<file path="config.mk">
export PLATFORM = sky130hd
export DESIGN_NAME = hkc_ctrl
export DESIGN_NICKNAME = d
export VERILOG_FILES = /design/src/design/hourly_key_counter_table_assert.svh /design/src/design/hkc_pkg.sv /design/src/design/hkc_ctrl.sv
export SDC_FILE = /design/constraint.sdc
export NUM_CORES = 1
export LEC_CHECK = 0
export ABC_AREA = 1
export BUFFER_PORTS_ARGS = -buffer_cell sky130_fd_sc_hd__clkbuf_2
export CAP_MARGIN = 10
export CORE_AREA = 5 5 42 44
export DETAILED_ROUTE_END_ITERATION = 10
export DIE_AREA = 0 0 47 49
export GPL_TIMING_DRIVEN = 1
export HOLD_SLACK_MARGIN = 0.06
export SLEW_MARGIN = 20
export SYNTH_ARGS = -nofsm -noshare
export SYNTH_HDL_FRONTEND = slang
export SYNTH_SLANG_ARGS = --single-unit
</file>
<file path="constraint.sdc">
create_clock -name clk_i -period 1.1 [get_ports clk_i]
set_input_delay 0.22 -clock clk_i [delete_from_list [all_inputs] [get_ports clk_i]]
set_output_delay 0.22 -clock clk_i [all_outputs]
set_load 0.02 [all_outputs]
</file>
<file path="src/design/hourly_key_counter_table_assert.svh">
// Assertion macros for the hourly key counter table.
// Used by the top level only; expects clk_i and rst_ni in scope.
`ifndef HOURLY_KEY_COUNTER_TABLE_ASSERT_SVH
`define HOURLY_KEY_COUNTER_TABLE_ASSERT_SVH
`ifndef SYNTHESIS
`define HKC_ASSERT(label, expr, msg) \
  label: assert property (@(posedge clk_i) disable iff (!rst_ni) (expr)) else $error(msg);
`define HKC_ASSERT_IMP(label, ante, cons, msg) \
  label: assert property (@(posedge clk_i) disable iff (!rst_ni) (ante) |-> (cons)) \
    else $error(msg);
`else
`define HKC_ASSERT(label, expr, msg)
`define HKC_ASSERT_IMP(label, ante, cons, msg)
`endif
`endif

</file>
<file path="src/design/hkc_pkg.sv">
// Shared constants and controller/datapath interface types for the
// hourly key counter table. No dependencies.
package hkc_pkg;

  localparam int MAX_ENTRIES  = 256;
  localparam int MODULE_COUNT = 8;

  localparam int IDX_W   = (MAX_ENTRIES > 1) ? $clog2(MAX_ENTRIES) : 1;
  localparam int FILL_W  = $clog2(MAX_ENTRIES + 1);
  localparam int KEY_W   = 31;
  localparam int CNT_W   = 32;
  localparam int SUM_W   = 56;
  localparam int SPEED_W = 24;
  localparam int ENTRY_W = KEY_W + CNT_W;

  typedef struct packed {
    logic load;    // latch a new word
    logic scan;    // walk the table
    logic commit;  // update state and load the result register
  } hkc_cmd_t;

  typedef struct packed {
    logic hit;     // key found during the walk
    logic done;    // walk finished without a hit, or no walk needed
  } hkc_sts_t;

endpackage

</file>
<file path="src/design/hkc_ctrl.sv">
// Controller for the hourly key counter table: sequences accept, table
// walk and commit, and owns the result valid flag. Uses hkc_pkg.
module hkc_ctrl import hkc_pkg::*; (
  input  logic     clk_i,
  input  logic     rst_ni,
  input  logic     in_valid_i,
  output logic     in_stall_o,
  output logic     out_valid_o,
  input  logic     out_stall_i,
  output hkc_cmd_t cmd_o,
  input  hkc_sts_t sts_i
);

  typedef enum logic [1:0] {
    S_IDLE,
    S_SCAN,
    S_UPDATE
  } state_e;

  state_e state_q, state_d;
  logic   out_valid_q, out_valid_d;
  logic   out_free;

  assign out_free   = !out_valid_q || !out_stall_i;
  assign in_stall_o = (state_q != S_IDLE);

  always_comb begin
    cmd_o.load   = (state_q == S_IDLE) && in_valid_i;
    cmd_o.scan   = (state_q == S_SCAN);
    cmd_o.commit = (state_q == S_UPDATE) && out_free;
  end

  always_comb begin
    state_d = state_q;
    case (state_q)
      S_IDLE: begin
        if (in_valid_i) state_d = S_SCAN;
      end
      S_SCAN: begin
        if (sts_i.hit || sts_i.done) state_d = S_UPDATE;
      end
      S_UPDATE: begin
        if (out_free) state_d = S_IDLE;
      end
      default: state_d = S_IDLE;
    endcase
  end

  always_comb begin
    out_valid_d = out_valid_q;
    if (cmd_o.commit) begin
      out_valid_d = 1'b1;
    end else if (!out_stall_i) begin
      out_valid_d = 1'b0;
    end
  end

  always_ff @(posedge clk_i or negedge rst_ni) begin
    if (!rst_ni) begin
      state_q     <= S_IDLE;
      out_valid_q <= 1'b0;
    end else begin
      state_q     <= state_d;
      out_valid_q <= out_valid_d;
    end
  end

  assign out_valid_o = out_valid_q;

endmodule

</file>
==> results.toml, run 1 <==
[outcome]
status = "finished, violations left"
violations = "negative setup slack"

[synth]
synth.net_count = 29
synth_ff_type = "dfrtp_1"
yosysUniqueCellTypes = 11
seq_area_frac_synth_pct = 43.8
synthTopCellsByArea = "dfrtp_1 (44%), nand2_1 (13%), buf_4 (8.8%), nor2_1 (6.6%), o21bai_2 (6.6%)"
synth_warnings = 0
avgSynthCellArea_um2 = 7.45
synth-seq-cells = 3
synth_area_um2 = 171
synth_largest_area_cell = "dfrtp_1"
yosysMostFrequentCell = "nand2_1"
synthCells = 23
async_flop_share_pct = 100
synthTopCellsByCount = "nand2_1 (6), dfrtp_1 (3), nor2_1 (3)"
synth.top_cell.area_share_pct = 43.8
synth_edf_count = 0

[sta]
fmax_mhz = 796
period_share_pct = 114
holdWs_ns = 0.259
tightest_slew_ns = 0.113
post-route-min-period_ns = 1.26
max_slew_margin_pct = 92.5
slew_viol_final = 0
hold_violations = 0
setup_viol = 4
worst_slack_ns = -0.157
grt_setup_unrepaired = "yes"
finClkSkew_ns = 0.00176

[run]
maxCapViolations = 0

[route]
ant_nets = 0
route.detailed.drc = 0
viasPerCell = 3.59
vias = 194
dr.first_iter.drc_count = 5
drtPass1Iterations = 3
wirelength_um = 408
wire_per_inst_um = 7.56

[place]
place_congestion = 0.719
numPortBuffers = 10

[cts]
numCtsBuffers = 3
clock_path_buffers = 2
clk_pin_slew_ns = 0.04
root_buffer = "clkbuf_4"
clk_latency_ns = 0.23
cts_max_level = 1
cts_sinks = 3
tritoncts = "yes"

[floorplanning]
rows = 14
fp.dieH_um = 49
die_w_um = 47
core-area_um2 = 1400
io-pin-count = 11
die-area_um2 = 2300
initial_core_util_pct = 12.2

[setup_path]
reg2reg_to = "state_q[1]"
cp.required_ns = 0.88
crit_path_start_kind = "flip-flop"
cp_max_fo = 3
cp.arrival_ns = 1.04
crit_path_end_kind = "output pin"
critPathKind = "reg -> out"
r2r_cells = 5
r2r-start = "state_q[1]"
r2r_slack_ns = 0.12

[global_route]
grt_max_degree = 5
grt_pass1_wl_um = 703
overflow = 0
track_usage_pct = 4.65
antenna_found_initial = 0
first_global_vias = 205

[final_layout]
drive_above_1_share_pct = 63.2
fillers = 172
antenna_cells = 0
num-nets-final = 45
area_delta_synth_final_pct = 92.7

[min_path]
hp-class = "in -> reg"
holdPathEnd = "out_valid_o"
min_from = "out_stall_i"
min_path_cells = 3

[pwr]
peakVddDrop_v = 0.000378
power.density_nw_per_um2 = 2940
power_uw = 970
cellLeakagePower_uw = 0.000176
[what timing repair did]
item                       4_1_cts  5_1_grt
setup endpoints to repair        4        4
setup buffers                    2        0
pin swaps                        1        0
hold buffers                     1        0
hold endpoints to repair         3        0
gates resized for setup         11        2
gates cloned                     0        0
[kinds of logic after synthesis]
family | count (synthesis) | synth area share [%]
AOI/OAI and AO/OA | 3 | 12.4
DFF | 3 | 43.8
buffers and inverters | 6 | 17.5
and+or+nand+nor | 11 | 26.3
[routing by layer]
| layer | GRT usage [%] | part of all wire [%] | routed length, um | vias up |
|---|---|---|---|---|
| met5 | 0 | 0 | 0 | - |
| met3 | 0 | 4.2 | 17 | 0 |
| li1 | - | - | - | 97 |
| met4 | 8.29 | 0 | 0 | 0 |
| met1 | 3.74 | 27 | 110 | 94 |
| met2 | 7.01 | 68 | 279 | 3 |
[state kept, by name, summed over array words and instances (netlist names)]
signal       flops
state_q          2
out_valid_o      1
[cells in the final DEF, fill, tap and decap left out, drive strengths merged]
cell and instances:
clkbuf 14, nand2 6, inv 4, nor2 4, dfrtp 3, buf 2
a21oi 1, o21ai 1, nand3 1, o21bai 1, dlygate4sd3 1
[stage by stage]
step / worst slack (ns) / util, % / area (um^2) / std cells / TNS (ns)
2_1_floorplan: 0.0198 / - / 174 / 23 / 0
3_3_place_gp: 0.0669 / 16.3 / 229 / 47 / 0
3_5_place_dp: 0.0532 / 16.3 / 229 / 47 / 0
4_1_cts: -0.164 / 23.1 / 324 / 54 / -0.458
5_1_grt: -0.213 / 23.6 / 330 / 54 / -0.638
6_report: -0.157 / 23.6 / 330 / 54 / -0.428
[cell type report]
cell class / count / area (um^2) / area share, %
clock buffer: 4 / 26.3 / 7.95
inverter: 4 / 15.0 / 4.55
multi-input combinational: 14 / 82.6 / 25.0
sequential: 3 / 76.3 / 23.1
tap: 16 / 20.0 / 6.06
timing repair buffer: 13 / 110 / 33.3
[critical path, cell delays in order (launching register included)]
cell and delay, ns:
dfrtp_2 0.43, inv_2 0.07, nand2_2 0.07, nor2_2 0.09, clkbuf_8 0.15
[power by group]
part | internal [uW] | switching (uW) | leakage (uW) | total (uW)
Combinational | 286 | 288 | 0.000124 | 574
Clock | 136 | 52.6 | 0.0000150 | 188
Sequential | 162 | 45.7 | 0.0000373 | 208
[worst max-delay path by stage]
stage / from / endpoint / slack [ns] / depth (start not counted)
after global placement: state_q[0] / cmd_o[0] / 0.07 / 4
after global routing: state_q[1] / cmd_o[2] / -0.21 / 4
after detailed placement: state_q[0] / cmd_o[0] / 0.05 / 4
final: state_q[1] / cmd_o[2] / -0.16 / 4
after floorplan: state_q[1] / cmd_o[2] / 0.02 / 3
after CTS: state_q[0] / cmd_o[0] / -0.16 / 4
(Power assumes the default switching activity.)
==> inputs of run 2 (changes only) <==
==> constraint.sdc (replaced) <==
create_clock -name clk_i -period 1.1 [get_ports clk_i]
set_input_delay 0 -clock clk_i [delete_from_list [all_inputs] [get_ports clk_i]]
set_output_delay 0 -clock clk_i [all_outputs]
set_load 0.02 [all_outputs]
==> results.toml, run 2 (synthesis gave the netlist of run 1 again) <==
[sta]
grt_setup_unrepaired = "yes"
period_share_pct = 93.2
fmax_mhz = 976
setup_viol = 0
worst_slack_ns = 0.0752
finClkSkew_ns = 0.00393
tightest_slew_ns = 0.163
post-route-min-period_ns = 1.02
max_slew_margin_pct = 89.1
slew_viol_final = 0
hold_violations = 0

[pwr]
peakVddDrop_v = 0.000368
swShare_pct = 44.6
pwr-share-comb_pct = 53.4
power.density_nw_per_um2 = 2580
cellLeakagePower_uw = 0.000173
p_seq_share_pct = 24.1
p_sw_uw = 377
pwr-share-clk_pct = 22.5
p_int_uw = 468

[global_route]
grt_pass1_wl_um = 717
first_global_vias = 196
track_usage_pct = 4.65
grt_max_degree = 5
overflow = 0
antenna_found_initial = 0

[floorplanning]
initial_core_util_pct = 12.2
die_w_um = 47
fp.dieH_um = 49
die-area_um2 = 2300
rows = 14
core-area_um2 = 1400
io-pin-count = 11

[setup_path]
critPathKind = "reg -> out"
crit_path_start_kind = "flip-flop"
cp.required_ns = 1.10
r2r-start = "state_q[1]"
cp_max_fo = 3
r2r_cells = 4
crit_path_end_kind = "output pin"
r2r_slack_ns = 0.21
critical_path.startpoint = "state_q[1]"
critPathCapture = "cmd_o[2]"
reg2reg_to = "state_q[1]"
cp.arrival_ns = 1.02

[final_layout]
finalNonFillerCells = 56
num-nets-final = 47
largest-register = "state_q"
largest_reg_flops = 2
multi_input_area_um2 = 82.6
area_delta_synth_final_pct = 91.2
layout_commonest_cell = "clkbuf_2"
drive_above_1_share_pct = 52.5
layout_common_cells = "clkbuf_2 (8), dlygate4sd3_1 (5), nand2_1 (4)"
fillers = 163
antenna_cells = 0
regArea_um2 = 75.1
final_util_pct = 23.4

[route]
dr.first_iter.drc_count = 0
drtPass1Iterations = 1
wire_per_inst_um = 8.32
route.detailed.drc = 0
viasPerCell = 3.54
ant_nets = 0
wirelength_um = 466
vias = 198

[place]
hpwl_um = 337
numPortBuffers = 10
pre_cts_ws_ns = 0.221
place_congestion = 0.726
dp_cells = 47

[cts]
cts_sinks = 3
tritoncts = "yes"
root_buffer = "clkbuf_4"
clock_path_buffers = 2
numCtsBuffers = 3
cts_max_level = 1
clk_pin_slew_ns = 0.04
clk_latency_ns = 0.23

[run]
maxCapViolations = 0

[min_path]
hp-class = "in -> async"

[outcome]
status = "finished clean"
[run 2: changes by cell type in the layout (fill, tap and decap cells not counted), sizes merged]
| cell | delta |
|---|---|
| clkbuf | -2 |
| dlygate4sd3 | +4 |
[run 2: worst min-delay path by stage]
stage,to,slack [ns],cells after the start
floorplan,out_valid_o,-0.30,0
global placement,state_q[0],-0.20,1
detailed placement,state_q[0],-0.20,1
CTS,state_q[0],0.09,2
global route,state_q[0],0.12,2
finish,state_q[0],0.1,2
[run 2: repair_timing]
| item | CTS | global route |
|---|---|---|
| setup buffers | 0 | 0 |
| hold endpoints to repair | 5 | 0 |
| hold buffers | 5 | 0 |
| setup endpoints to repair | 0 | 2 |
| gates resized for setup | 0 | 10 |
[run 2: through the flow]
stage               power, uW  TNS (ns)  area (um^2)  hold slack, ns
finish                    845         0          328          0.0984
detailed placement        574         0          226          -0.201
global placement          565         0          226          -0.202
global route              921   -0.0107          328           0.117
CTS                       791         0          303          0.0932
floorplan                 491         0          171          -0.296
[run 2: power groups by stage]
stage / clock (uW) / sequential [uW] / combinational, uW
CTS: 202 / 199 / 390
floorplan: 0 / 212 / 279
global placement: 0 / 196 / 368
finish: 190 / 203 / 451
global route: 209 / 213 / 500
detailed placement: 0 / 199 / 374
[run 2: critical path: stages (launching register included)]
cell	delay, ns
dfrtp_1	0.41
inv_2	0.08
nand2_2	0.08
nor2_4	0.11
buf_6	0.12
[run 2: final cells by class]
| cell class | instances | share of cell area (%) |
|---|---|---|
| inverters | 4 | 4.58 |
| repair buffers | 15 | 33.2 |
| clock buffers | 4 | 8.02 |
| multi-input cells | 14 | 25.2 |
| flip-flops and latches | 3 | 22.9 |
| well taps | 16 | 6.11 |
[run 2: metal layers]
metal / vias to the layer above / share of wire (%) / track usage, %
met5: - / 0 / 0
met4: 0 / 0 / 5.53
met3: 0 / 6.9 / 2.21
met2: 6 / 58 / 7.69
met1: 90 / 35 / 3.09
li1: 102 / - / -
==> inputs of run 3 (changes only) <==
- clock period: 1.1 -> 0.9 ns (I/O delays scaled with it)
==> results.toml, run 3 (synthesis gave the netlist of run 1 again) <==
[outcome]
status = "finished, violations left"
violations = "negative setup slack"

[place]
place_congestion = 0.703
hpwl_um = 314
numPortBuffers = 10
dp_cells = 47

[setup_path]
critPathKind = "reg -> out"
crit_path_end_kind = "output pin"
crit_path_start_kind = "flip-flop"
cp_max_fo = 3
cp.required_ns = 0.90
r2r_slack_ns = -0.03
cp.arrival_ns = 1.04

[sta]
fmax_mhz = 962
finClkSkew_ns = 0.000286
tightest_slew_ns = 0.157
hold_violations = 0
grt_setup_unrepaired = "yes"
period_share_pct = 116
worst_slack_ns = -0.140
setup_viol = 5
slew_viol_final = 0
post-route-min-period_ns = 1.04
max_slew_margin_pct = 89.5

[final_layout]
multi_input_area_um2 = 98.8
layout_common_cells = "clkbuf_2 (6), nand2_1 (4), clkbuf_4 (3), dlygate4sd3_1 (3), buf_4 (3)"
area_delta_synth_final_pct = 120
drive_above_1_share_pct = 65.9
regArea_um2 = 76.3
largest-register = "state_q"
antenna_cells = 0
fillers = 159
num-nets-final = 48
largest_reg_flops = 2
final_util_pct = 26.9
layout_commonest_cell = "clkbuf_2"
finalNonFillerCells = 57

[floorplanning]
die-area_um2 = 2300
rows = 14
initial_core_util_pct = 12.2
io-pin-count = 11
fp.dieH_um = 49
die_w_um = 47
core-area_um2 = 1400

[min_path]
hp-class = "in -> reg"

[cts]
root_buffer = "clkbuf_4"
clock_path_buffers = 2
clk_pin_slew_ns = 0.03
tritoncts = "yes"
cts_sinks = 3
numCtsBuffers = 3
clk_latency_ns = 0.23
cts_max_level = 1

[route]
ant_nets = 0
dr.first_iter.drc_count = 0
route.detailed.drc = 0
drtPass1Iterations = 1
wirelength_um = 451
viasPerCell = 3.40
wire_per_inst_um = 7.91
vias = 194

[pwr]
cellLeakagePower_uw = 0.000194
peakVddDrop_v = 0.000447
power.density_nw_per_um2 = 3480

[global_route]
grt_max_degree = 5
met3_usage_pct = 0
busiest_layer = "met2"
use_met2_pct = 8.82
overflow = 0
track_usage_pct = 4.86
antenna_found_initial = 0
grtUsageMet1_pct = 2.64
grt_pass1_wl_um = 724
first_global_vias = 216

[run]
maxCapViolations = 0
## run 3: cell count changes in the layout (fill, tap and decap cells not counted), sizes merged
cell         before  now
dlygate4sd3       5    3
buf               2    5
## run 3: what timing repair did
item	4_1_cts	5_1_grt
resized for setup	11	8
endpoints found under the setup margin	4	6
setup buffers	2	1
hold buffers	3	0
endpoints found under the hold margin	5	0
pin swaps	1	3
## run 3: worst max-delay path: stages, from the launching register on
cell and delay [ns]:
dfrtp_2 0.43, inv_2 0.08, nand2_4 0.07, nor2_4 0.12
buf_8 0.11
## run 3: power breakdown
| group | internal (uW) | total [uW] | leakage (uW) | switching [uW] |
|---|---|---|---|---|
| logic | 414 | 828 | 0.000142 | 414 |
| registers | 199 | 255 | 0.0000373 | 56.5 |
| clock network | 166 | 228 | 0.0000150 | 62.4 |
## run 3: through the flow
stage | setup TNS [ns] | hold slack (ns) | total power [uW] | setup WS [ns] | cell area (um^2)
6_report | -0.402 | 0.0508 | 1310 | -0.140 | 377
5_1_grt | -0.692 | 0.0671 | 1400 | -0.186 | 377
4_1_cts | -0.387 | 0.0327 | 1180 | -0.138 | 344
3_5_place_dp | 0 | -0.201 | 699 | 0.0262 | 229
3_3_place_gp | 0 | -0.202 | 695 | 0.0212 | 229
2_1_floorplan | 0 | -0.296 | 608 | 0.0319 | 174
## run 3: area by class of cell
cell class                 count  area share (%)
inverter                       4            3.99
sequential                     3            20.3
clock buffer                   4            6.98
tap                           16            5.32
timing repair buffer          16            37.2
multi-input combinational     14            26.2
## run 3: path summary, 6_finish.rpt
path / from / to / depth (start not counted)
worst max-delay path: state_q[1] / cmd_o[2] / 4
worst min-delay path: out_stall_i / out_valid_o / 3
worst max register to register: state_q[1] / state_q[1] / 4
worst min register to register: out_valid_o / out_valid_o / 2
max in group asynchronous: rst_ni / state_q[1] / 2
min in group asynchronous: rst_ni / out_valid_o / 2
## run 3: per-layer routing
layer / vias up / part of all wire, % / wire length (um)
met5: - / 0 / 0
met3: 0 / 1.3 / 6
li1: 104 / - / -
met2: 3 / 70 / 317
met4: 0 / 0 / 0
met1: 87 / 28 / 128
